==> src/rtl/eod_pkg.sv <==
// Shared constants, types and helpers for the elevator dispatch table.
`default_nettype none
package eod_pkg;

  localparam int TABLE_ENTRIES = 8;
  localparam int IDX_W = (TABLE_ENTRIES > 1) ? $clog2(TABLE_ENTRIES) : 1;
  localparam int CNT_W = $clog2(TABLE_ENTRIES + 1);
  localparam int DIST_W = 6;

  localparam logic [2:0] CMD_ADD      = 3'd0;
  localparam logic [2:0] CMD_REMOVE   = 3'd1;
  localparam logic [2:0] CMD_SET_LOC  = 3'd2;
  localparam logic [2:0] CMD_SET_DST  = 3'd3;
  localparam logic [2:0] CMD_READ     = 3'd4;
  localparam logic [2:0] CMD_ANY_DST  = 3'd5;
  localparam logic [2:0] CMD_OTHER_AT = 3'd6;
  localparam logic [2:0] CMD_TAKE     = 3'd7;

  localparam logic [1:0] STAT_OK      = 2'd0;
  localparam logic [1:0] STAT_MISSING = 2'd1;
  localparam logic [1:0] STAT_FULL    = 2'd2;
  localparam logic [1:0] STAT_PRESENT = 2'd3;

  localparam logic [4:0] FLOOR_NONE = 5'h1F;  // -1
  localparam logic [DIST_W-1:0] DIST_NONE = DIST_W'(32);  // above any real distance

  // Scan token handed from cell to cell.
  typedef struct packed {
    logic [2:0]        cmd;
    logic [31:0]       key;
    logic [4:0]        fv;
    logic              found;
    logic [IDX_W-1:0]  idx;
    logic [4:0]        loc;
    logic [4:0]        dst;
    logic              free_found;
    logic [IDX_W-1:0]  free_idx;
    logic              any_dst;
    logic              other_at;
    logic [DIST_W-1:0] dmin;
    logic              tie;   // an idle car at dmin has a lower address than key
  } eod_tok_t;

  // Table update broadcast at the end of a scan.
  typedef struct packed {
    logic             we;
    logic [2:0]       cmd;
    logic [IDX_W-1:0] idx;
    logic [31:0]      key;
    logic [4:0]       fv;
  } eod_commit_t;

  // |a - b| for two 5-bit signed floors.
  function automatic logic [DIST_W-1:0] floor_dist(input logic [4:0] a, input logic [4:0] b);
    logic [DIST_W-1:0] d;
    d = {a[4], a} - {b[4], b};
    return d[DIST_W-1] ? (~d + DIST_W'(1)) : d;
  endfunction

endpackage
`default_nettype wire

==> src/rtl/eod_req_if.sv <==
// Command channel: valid/ready plus one command transaction.
`default_nettype none
interface eod_req_if;
  logic              valid;
  logic              ready;
  logic [2:0]        cmd;
  logic [31:0]       car_address;
  logic signed [4:0] floor_value;

  modport source (output valid, cmd, car_address, floor_value, input ready);
  modport sink   (input valid, cmd, car_address, floor_value, output ready);
endinterface
`default_nettype wire

==> src/rtl/eod_rsp_if.sv <==
// Result channel: valid/ready plus one result transaction.
`default_nettype none
interface eod_rsp_if;
  logic              valid;
  logic              ready;
  logic              answer;
  logic              found;
  logic signed [4:0] car_location;
  logic signed [4:0] car_destination;
  logic [1:0]        status;

  modport source (output valid, answer, found, car_location, car_destination, status,
                  input ready);
  modport sink   (input valid, answer, found, car_location, car_destination, status,
                  output ready);
endinterface
`default_nettype wire

==> src/rtl/elevator_order_dispatch_table.sv <==
// Elevator dispatch table: one command transaction scanned along a row of entry cells.
// The token passes every cell in turn, then the result is registered and offered.
// A new command is taken only when no scan is running, at the earliest in the
// cycle its predecessor's result is taken. The scan token moves one cell per cycle.
// Reset clears all entry valid bits and the control FSM; no clearing pass is needed.
`default_nettype none
module elevator_order_dispatch_table (
  input wire logic clk,
  input wire logic rst,
  eod_req_if.sink   request,
  eod_rsp_if.source response
);
  import eod_pkg::*;

  localparam logic [1:0] ST_IDLE = 2'd0;
  localparam logic [1:0] ST_SCAN = 2'd1;
  localparam logic [1:0] ST_OUT  = 2'd2;

  logic [1:0]       state;
  logic [1:0]       state_next;
  logic [CNT_W-1:0] cnt;
  logic             req_take;
  logic             scan_done;

  eod_tok_t    head;
  eod_tok_t    tok [TABLE_ENTRIES+1];
  eod_tok_t    last;
  eod_commit_t commit;

  logic              answer_next;
  logic [4:0]        loc_next;
  logic [4:0]        dst_next;
  logic [1:0]        status_next;
  logic [DIST_W-1:0] mine;

  logic              answer;
  logic              found;
  logic [4:0]        loc_out;
  logic [4:0]        dst_out;
  logic [1:0]        status;

  assign request.ready = (state == ST_IDLE) || (state == ST_OUT && response.ready);
  assign req_take      = request.valid && request.ready;
  assign scan_done     = (state == ST_SCAN) && (cnt == CNT_W'(TABLE_ENTRIES));

  always_comb begin
    state_next = state;
    unique case (state)
      ST_IDLE: if (req_take) state_next = ST_SCAN;
      ST_SCAN: if (scan_done) state_next = ST_OUT;
      ST_OUT: begin
        if (req_take) state_next = ST_SCAN;
        else if (response.ready) state_next = ST_IDLE;
      end
      default: state_next = ST_IDLE;
    endcase
  end

  always_ff @(posedge clk) begin
    if (rst) begin
      state <= ST_IDLE;
      cnt   <= '0;
    end else begin
      state <= state_next;
      if (req_take) cnt <= '0;
      else if (state == ST_SCAN && !scan_done) cnt <= cnt + CNT_W'(1);
    end
  end

  // head of the chain: fresh token per command
  always_ff @(posedge clk) begin
    if (req_take) begin
      head.cmd        <= request.cmd;
      head.key        <= request.car_address;
      head.fv         <= request.floor_value;
      head.found      <= 1'b0;
      head.idx        <= '0;
      head.loc        <= FLOOR_NONE;
      head.dst        <= FLOOR_NONE;
      head.free_found <= 1'b0;
      head.free_idx   <= '0;
      head.any_dst    <= 1'b0;
      head.other_at   <= 1'b0;
      head.dmin       <= DIST_NONE;
      head.tie        <= 1'b0;
    end
  end

  assign tok[0] = head;

  for (genvar g = 0; g < TABLE_ENTRIES; g++) begin : g_cell
    eod_cell u_cell (
      .clk        (clk),
      .rst        (rst),
      .cell_index (IDX_W'(g)),
      .commit     (commit),
      .tok_in     (tok[g]),
      .tok_out    (tok[g+1])
    );
  end

  assign last = tok[TABLE_ENTRIES];
  assign mine = floor_dist(last.found ? last.loc : FLOOR_NONE, last.fv);

  always_comb begin
    answer_next = 1'b0;
    loc_next    = FLOOR_NONE;
    dst_next    = FLOOR_NONE;
    status_next = STAT_OK;
    commit.we   = 1'b0;
    commit.cmd  = last.cmd;
    commit.idx  = last.idx;
    commit.key  = last.key;
    commit.fv   = last.fv;
    unique case (last.cmd)
      CMD_ADD: begin
        commit.idx = last.free_idx;
        if (last.found) begin
          status_next = STAT_PRESENT;
        end else if (!last.free_found) begin
          status_next = STAT_FULL;
        end else begin
          commit.we = scan_done;
        end
      end
      CMD_REMOVE, CMD_SET_LOC, CMD_SET_DST: begin
        if (!last.found) status_next = STAT_MISSING;
        else commit.we = scan_done;
      end
      CMD_READ: begin
        if (!last.found) begin
          status_next = STAT_MISSING;
        end else begin
          loc_next = last.loc;
          dst_next = last.dst;
        end
      end
      CMD_ANY_DST:  answer_next = last.any_dst;
      CMD_OTHER_AT: answer_next = last.other_at;
      CMD_TAKE: begin
        answer_next = !((last.dmin < mine) || (last.dmin == mine && last.tie));
      end
      default: begin
      end
    endcase
  end

  always_ff @(posedge clk) begin
    if (scan_done) begin
      answer  <= answer_next;
      found   <= last.found;
      loc_out <= loc_next;
      dst_out <= dst_next;
      status  <= status_next;
    end
  end

  assign response.valid           = (state == ST_OUT);
  assign response.answer          = answer;
  assign response.found           = found;
  assign response.car_location    = loc_out;
  assign response.car_destination = dst_out;
  assign response.status          = status;

  a_commit_at_end: assert property (@(posedge clk) disable iff (rst)
    commit.we |-> scan_done)
    else $error("table update outside end of scan");

  a_result_follows_scan: assert property (@(posedge clk) disable iff (rst)
    scan_done |=> response.valid)
    else $error("result not presented after scan");

  a_accept_starts_scan: assert property (@(posedge clk) disable iff (rst)
    req_take |=> (state == ST_SCAN && cnt == '0))
    else $error("accepted command did not start a scan");

  a_full_not_found: assert property (@(posedge clk) disable iff (rst)
    (response.valid && response.status == STAT_FULL) |-> !response.found)
    else $error("table full reported for a present key");

endmodule
`default_nettype wire

==> src/rtl/eod_cell.sv <==
// One table entry: folds its contents into the passing scan token and takes updates.
`default_nettype none
module eod_cell (
  input  wire logic                      clk,
  input  wire logic                      rst,
  input  wire logic [eod_pkg::IDX_W-1:0] cell_index,
  input  wire eod_pkg::eod_commit_t      commit,
  input  wire eod_pkg::eod_tok_t         tok_in,
  output eod_pkg::eod_tok_t              tok_out
);
  import eod_pkg::*;

  logic        valid;
  logic [31:0] addr;
  logic [4:0]  loc;
  logic [4:0]  dst;

  eod_tok_t          tok_next;
  logic              hit;
  logic [DIST_W-1:0] d;
  logic              lower;

  always_comb begin
    tok_next = tok_in;
    hit      = valid && (addr == tok_in.key);
    d        = floor_dist(loc, tok_in.fv);
    lower    = addr < tok_in.key;
    if (hit) begin
      tok_next.found = 1'b1;
      tok_next.idx   = cell_index;
      tok_next.loc   = loc;
      tok_next.dst   = dst;
    end
    if (!tok_in.free_found && !valid) begin
      tok_next.free_found = 1'b1;
      tok_next.free_idx   = cell_index;
    end
    if (valid && dst == tok_in.fv) tok_next.any_dst = 1'b1;
    if (valid && loc == tok_in.fv && !(addr == tok_in.key)) tok_next.other_at = 1'b1;
    // track nearest idle car and whether a lower address ties at that distance
    if (valid && dst == FLOOR_NONE) begin
      if (d < tok_in.dmin) begin
        tok_next.dmin = d;
        tok_next.tie  = lower;
      end else if (d == tok_in.dmin) begin
        tok_next.tie = tok_in.tie | lower;
      end
    end
  end

  always_ff @(posedge clk) begin
    tok_out <= tok_next;
  end

  always_ff @(posedge clk) begin
    if (rst) begin
      valid <= 1'b0;
    end else if (commit.we && commit.idx == cell_index) begin
      if (commit.cmd == CMD_ADD) begin
        valid <= 1'b1;
      end else if (commit.cmd == CMD_REMOVE) begin
        valid <= 1'b0;
      end
    end
  end

  always_ff @(posedge clk) begin
    if (commit.we && commit.idx == cell_index) begin
      case (commit.cmd)
        CMD_ADD: begin
          addr <= commit.key;
          loc  <= commit.fv;
          dst  <= FLOOR_NONE;
        end
        CMD_SET_LOC: begin
          loc <= commit.fv;
        end
        CMD_SET_DST: begin
          dst <= commit.fv;
        end
        default: begin
        end
      endcase
    end
  end

endmodule
`default_nettype wire
==> src/flat_wrapper.sv <==
// flat-port wrapper written by rule: the top's interface ports become plain ports
module elevator_order_dispatch_table_flat import eod_pkg::*;
  (clk, rst, request_valid, request_cmd, request_car_address, request_floor_value, request_ready, response_valid, response_answer, response_found, response_car_location, response_car_destination, response_status, response_ready);
  eod_req_if request_i ();
  eod_rsp_if response_i ();
  input wire logic clk;
  input wire logic rst;
  input wire logic [$bits(request_i.valid)-1:0] request_valid;
  input wire logic [$bits(request_i.cmd)-1:0] request_cmd;
  input wire logic [$bits(request_i.car_address)-1:0] request_car_address;
  input wire logic [$bits(request_i.floor_value)-1:0] request_floor_value;
  output wire logic [$bits(request_i.ready)-1:0] request_ready;
  output wire logic [$bits(response_i.valid)-1:0] response_valid;
  output wire logic [$bits(response_i.answer)-1:0] response_answer;
  output wire logic [$bits(response_i.found)-1:0] response_found;
  output wire logic [$bits(response_i.car_location)-1:0] response_car_location;
  output wire logic [$bits(response_i.car_destination)-1:0] response_car_destination;
  output wire logic [$bits(response_i.status)-1:0] response_status;
  input wire logic [$bits(response_i.ready)-1:0] response_ready;
  assign request_i.valid = request_valid;
  assign request_i.cmd = request_cmd;
  assign request_i.car_address = request_car_address;
  assign request_i.floor_value = request_floor_value;
  assign request_ready = request_i.ready;
  assign response_valid = response_i.valid;
  assign response_answer = response_i.answer;
  assign response_found = response_i.found;
  assign response_car_location = response_i.car_location;
  assign response_car_destination = response_i.car_destination;
  assign response_status = response_i.status;
  assign response_i.ready = response_ready;
  elevator_order_dispatch_table u_core (.clk(clk), .rst(rst), .request(request_i), .response(response_i));
endmodule
==> config.mk <==
export PLATFORM = sky130hd
export DESIGN_NAME = elevator_order_dispatch_table_flat
export DESIGN_NICKNAME = d
export VERILOG_FILES = /design/src/rtl/eod_pkg.sv /design/src/rtl/eod_req_if.sv /design/src/rtl/eod_rsp_if.sv /design/src/rtl/elevator_order_dispatch_table.sv /design/src/rtl/eod_cell.sv /design/src/flat_wrapper.sv
export SDC_FILE = /design/constraint.sdc
export NUM_CORES = 1
export LEC_CHECK = 0
export ABC_CLOCK_PERIOD_IN_PS = 3800
export BUFFER_PORTS_ARGS = -buffer_cell sky130_fd_sc_hd__buf_2
export CORE_MARGIN = 1
export CORE_UTILIZATION = 55
export DETAILED_ROUTE_END_ITERATION = 8
export PLACE_DENSITY_LB_ADDON = 0.25
export SLEW_MARGIN = 20
export SYNTH_ARGS = -nofsm -noshare
export SYNTH_HDL_FRONTEND = slang
export SYNTH_SLANG_ARGS = --single-unit
==> constraint.sdc <==
create_clock -name clk -period 3.8 [get_ports clk]
set_input_delay 0.19 -clock clk [delete_from_list [all_inputs] [get_ports clk]]
set_output_delay 0.19 -clock clk [all_outputs]
set_load 0.01 [all_outputs]
# [Word level (Yosys, flattened, before mapping)]
# Cells that the tools add are included.
[classes] addsub=19 magnitude_cmp=17 eq_ne=61 mux=65 bitwise=16 n_reduce_logical=130
[ops] cell="32-bit equality test" n=8
[ops] cell="32-bit less-than comparator" n=8
[ops] cell="6-bit 2-to-1 mux" n=16
[ops] cell="5-bit equality test" n=16
[ops] cell="10-bit 2-to-1 mux" n=7
[ops] cell="2-bit AND reduction" n=34
[ops] cell="1-bit logical AND" n=60
[ops] cell="6-bit by 1-bit adder with 6-bit output, second input constant" n=9
[ops] cell="6-bit NOT" n=9
[ops] cell="5-bit by 5-bit subtractor with 6-bit output" n=9
[ops] cell="7-bit 2-to-1 mux" n=7
[ops] cell="6-bit equality test" n=8
[ops] cell="6-bit less-than comparator" n=8
[ops] cell="5-bit equality test, second input constant" n=8
[ops] cell="3-bit equality test, second input constant" n=8
[ops] cell="1-bit logical NOT" n=24
[ops] cell="1-bit 2-to-1 mux" n=22
[ops] cell="3-bit by 2-bit equality test with 1-bit output, second input constant" n=4
[ops] cell="2-bit 2-to-1 mux" n=6
[ops] cell="5-bit one-hot mux with 2 select lines" n=1
[ops] cell="1-bit bitwise OR" n=7
[ops] cell="3-bit by 1-bit equality test with 1-bit output, second input constant" n=2
[ops] cell="6-bit equality test, second input constant" n=1
[ops] cell="3-bit logical NOT" n=2
[ops] cell="20 further kinds" n=24
[totals] ff_bits=926

# [Depth between registers and ports, before layout]
[logic_depth] depth_word=10 depth_mapped=17 depth_no_buf=17

# [Modules after synthesis]
# From an unflattened synthesis, not the netlist that was laid out.
[unflattened] cells_unflattened=3068 area_unflattened_um2=38344.3
[by_module_without_submodules] module="eod_cell (u_core.g_cell[1].u_cell ...)" n_inst=5 cells_per_inst=359 area_per_inst_um2=4451.8 seq_area_each_um2=2622.5
[by_module_without_submodules] module="eod_cell (u_core.g_cell[0].u_cell ...)" n_inst=2 cells_per_inst=361 area_per_inst_um2=4468.0 seq_area_each_um2=2622.5
[by_module_without_submodules] module="eod_cell (u_core.g_cell[3].u_cell)" n_inst=1 cells_per_inst=359 area_per_inst_um2=4510.6 seq_area_each_um2=2622.5
[by_module_without_submodules] module="elevator_order_dispatch_table" n_inst=1 cells_per_inst=192 area_per_inst_um2=2638.8 seq_area_each_um2=1741.7

# [Worst setup path before layout]
# Ideal clock, no wire load.
[synth_timing] kind="flip-flop to flip-flop" from="register u_core.g_cell[5].u_cell.loc[0]" to="register u_core.g_cell[5].u_cell.tok_out[2] in the netlist's numbering" t_arrival_ns=3.536 required_ns=3.679 path_slack_ns=0.143 path_stages_with_launch=15 n_path_buf=0 period_less_slack_ns=3.657 cell_sequence="edfxtp_1 inv_1 ha_1 inv_1 fa_1 xnor2_1 nand3_1 and4_1 a2111oi_2 ha_1 a21o_1 a21o_1 a2111o_1 inv_1 mux2_2"
[synth_rtl] item="start, declared" line_no="eod_cell.sv:15" rtl="logic [4:0] loc;"
[synth_rtl] item="start signal, assigned" line_no="eod_cell.sv:72" rtl="loc <= commit.fv;"
[synth_rtl] item="start signal, assigned" line_no="eod_cell.sv:76" rtl="loc <= commit.fv;"
[synth_rtl] item="end signal, assigned" line_no="eod_cell.sv:52" rtl="tok_out <= tok_next;"
[synth_rtl] item="end, declared" line_no="eod_cell.sv:9" rtl="output eod_pkg::eod_tok_t tok_out"

==> summary.md <==
| Metric | Value |
|---|---|
| GPL Wtd Cong | `0.899` |
| Die width | `259 um` |
| Worst-Margin Slew | `0.881 ns` |
| Setup WS post-layout | `-0.0433 ns` |
| Gr usage total | `23.8%` |
| Remaining Overflow, GRT | `0` |
| Die height | `259 um` |
| Pwr Density | `501 nW/um2` |
| Reg clk slew, reported paths | `0.06 ns` |
| Layout area overhead | `15.3%` |
| FF-to-FF End | `u_core.g_cell[5].u_cell.tok_out[4]` |
| Worst R2R Setup Slack | `-0.04 ns` |
| Die area | `67,200 um2` |
| Distinct cells, synth | `72` |
| Core Footprint | `64,900 um2` |
| Synth warn | `0` |
| Syn Area/Cell | `12.6 um2` |
| Post-Route WL | `80,100 um` |
| Number of max-cap violations | `0` |
| Logic pwr share | `5.4%` |
| Post-route ant nets | `0` |
| Initial antenna violation count | `0` |
| Top FF cell, synth | `dfxtp_1` |
| Slew margin rel. | `40.6%` |
| Top post-synthesis cells by area | `edfxtp_1, dfxtp_1, ha_1` |
| Via/cell ratio | `5.48` |
| Synth top cells by count | `dfxtp_1, edfxtp_1, inv_1` |
| P_int | `0.0164 W` |
| Post-Syn Instances | `2,897` |
| I/O pin count | `60` |
| Clock share of power | `43.2%` |
| Total Power | `0.0210 W` |
| WS Path Type | `reg2reg` |
| Setup crit start kind | `flop` |
| WHS | `0.251 ns` |
| Hold Path Class | `in2reg` |
| TritonCTS Buffers | `92` |
| Pins Over Slew Limit | `0` |
| Failing checks | `setup timing` |
| Clock Tree Buf Depth | `3` |
| Worst Hold Endpoint | `u_core.head[58]` |
| Synth async-reset ratio | `0%` |
| Critical path required time | `4.33 ns` |
| Layout net count | `3,546` |
| Outcome | `finished, violations left` |
| Flop pwr share | `51.5%` |
| Worst VDD drop | `0.486 mV` |
| Fin crit share | `101%` |
| Yosys reg bits | `926` |
| Routed vias | `22,300` |
| CTS tree | `yes` |
| Root Driver | `clkbuf_16` |
| Sw Share | `21.9%` |
| Netlist Area Pre-Place | `36,400 um2` |
| Clock latency on the worst-skew pair | `0.66 ns` |
| CP Capture Type | `flop` |
| Min Tclk post-route | `3.84 ns` |
| WHS Path Cells | `2` |
| Final Setup Violations | `6` |
| Fin. Hold Viols | `0` |
| RSZ-0062 raised after global routing | `yes` |
| Worst path arrival time | `4.37 ns` |
| Port bufs | `59` |
| Max Clk Rate | `260 MHz` |
| DRC Markers | `0` |
| CTS sink cnt | `926` |
| Hold_sp | `request_car_address[26]` |
| Final Skew | `0.0279 ns` |
| Final HPWL DP | `58,800 um` |
| Net Sw Power | `0.00459 W` |
| Share of the synthesized area in the top cell type | `32.2%` |
| R2R Path Start | `u_core.g_cell[5].u_cell.loc[0]` |
| Most numerous cell in the Yosys netlist | `dfxtp_1` |
| Share of cells above drive strength 1 | `12.6%` |
| Vias in the first global route | `22,900` |
| Wire per inst | `19.7 um` |
| First-pass GRT wire length | `123,000 um` |
| CP Max Fanout | `4` |
| Sequential element share of the synthesized area | `61.7%` |
| Post-synth EDFFs | `390` |
| H-tree lvl count | `3` |
| Leak Pwr | `17.7 nW` |
| Initial Util | `56.0%` |
| Cells on worst reg2reg path | `16` |
| Area leader, netlist | `edfxtp_1` |
| First-pass iteration count of the detailed router | `5` |
| Site Rows | `93` |
| Largest net degree at the start of global routing | `33` |
| Setup tns final | `-0.153 ns` |
| Synthesized Nets | `3,310` |
| DR iter-0 viols | `1,467` |
==> cell families after synthesis <==
kind of cell / count (synthesis) / synth area share [%]
adder cells (fa/ha/maj): 369 / 12.9
XOR/XNOR: 70 / 1.69
AO/OA/AOI/OAI: 432 / 8.05
multiplexers: 80 / 2.50
AND/OR/NAND/NOR: 614 / 8.94
buffers and inverters: 406 / 4.23
flip-flops: 926 / 61.7
==> stage by stage <==
stage               area [um2]  worst slack [ns]  util, %  instances
detailed placement       38000           -0.0291     58.5       3836
CTS                      41500           0.00735     64.0       4054
global placement         38000            0.0663     58.5       3836
global route             41900            -0.213     64.6       4067
floorplan                36400             0.143        -       2897
finish                   41900           -0.0433     64.6       4068
==> how the worst max path moves through the flow <==
stage,to,depth (start not counted),slack (ns),start
2_1_floorplan,u_core.g_cell[5].u_cell.tok_out[2],14,0.14,u_core.g_cell[5].u_cell.loc[0]
3_3_place_gp,u_core.g_cell[5].u_cell.tok_out[2],14,0.07,u_core.g_cell[5].u_cell.loc[0]
3_5_place_dp,u_core.g_cell[5].u_cell.tok_out[6],14,-0.03,u_core.g_cell[5].u_cell.loc[0]
4_1_cts,u_core.g_cell[7].u_cell.tok_out[6],15,0.007,u_core.g_cell[7].u_cell.loc[0]
5_1_grt,u_core.g_cell[5].u_cell.tok_out[5],15,-0.21,u_core.g_cell[5].u_cell.loc[0]
6_report,u_core.g_cell[5].u_cell.tok_out[4],16,-0.04,u_core.g_cell[5].u_cell.loc[0]
==> layer usage <==
| layer | up-vias | GRT usage, % | part of all wire (%) |
|---|---|---|---|
| met5 | - | 0 | 0 |
| met4 | 0 | 8.24 | 3.3 |
| met3 | 161 | 3.16 | 4.5 |
| met2 | 563 | 40.9 | 49 |
| met1 | 10900 | 30.8 | 44 |
| li1 | 10700 | - | - |
==> state kept, by name, summed over array words and instances (netlist names), 5 cells and up <==
name                             count
u_core.head                         40
u_core.response.car_location         5
u_core.g_cell.u_cell.tok_out       522
u_core.response.car_destination      5
u_core.g_cell.u_cell.loc            40
u_core.g_cell.u_cell.addr          256
u_core.g_cell.u_cell.valid           8
u_core.g_cell.u_cell.dst            40
==> worst max-delay path, cell delays in order (launching register included) <==
cell and delay [ns]:
edfxtp_1 0.39, inv_1 0.08, ha_2 0.18, inv_2 0.04, fa_2 0.41, xnor2_2 0.18
nand3_2 0.14, o311ai_4 0.10, a31oi_2 0.16, a2111oi_4 0.38, ha_1 0.30, a21o_1 0.18
a21o_1 0.17, a2111o_1 0.46, buf_4 0.17, inv_4 0.06, mux2_2 0.34
==> layout by cell type (no fill, tap or decap), drive strengths merged, types with 22 or more instances in the layout <==
cell / instances
a211oi: 24
nand4: 67
nand3: 43
clkinv: 23
o21ai: 68
edfxtp: 390
nor3: 41
xnor2: 29
a21o: 74
a21oi: 109
inv: 395
ha: 360
dfxtp: 536
nand2: 161
dlygate4sd3: 45
or2: 22
nand2b: 53
buf: 111
mux2: 77
nor2: 86
xor2: 41
nor2b: 57
clkbuf: 139
o21a: 34
==> power groups by stage <==
stage | registers (W) | clock network (W) | logic, W
floorplan | 0.0109 | 0 | 0.000716
global placement | 0.0110 | 0 | 0.000946
detailed placement | 0.0110 | 0 | 0.00100
CTS | 0.0108 | 0.00922 | 0.00106
global route | 0.0108 | 0.00960 | 0.00126
finish | 0.0108 | 0.00906 | 0.00112
==> final cells by class <==
type | instances | area (um2)
repair buffers | 156 | 1140
diodes | 1 | 2.50
clock buffers | 139 | 2740
fillers | 4780 | 23000
clock inverters | 34 | 348
inverters | 391 | 1470
multi-input cells | 1566 | 12700
well taps | 855 | 1070
flip-flops and latches | 926 | 22400
==> what timing repair did <==
item | 4_1_cts | 5_1_grt
hold buffers | 45 | 0
pin swaps | 1 | 24
cloned | 0 | 1
endpoints found under the hold margin | 54 | 0
setup endpoints to repair | 16 | 42
buffers inserted | 0 | 12
resized for setup | 9 | 59
No activity file was read; power rests on OpenSTA's default activity.
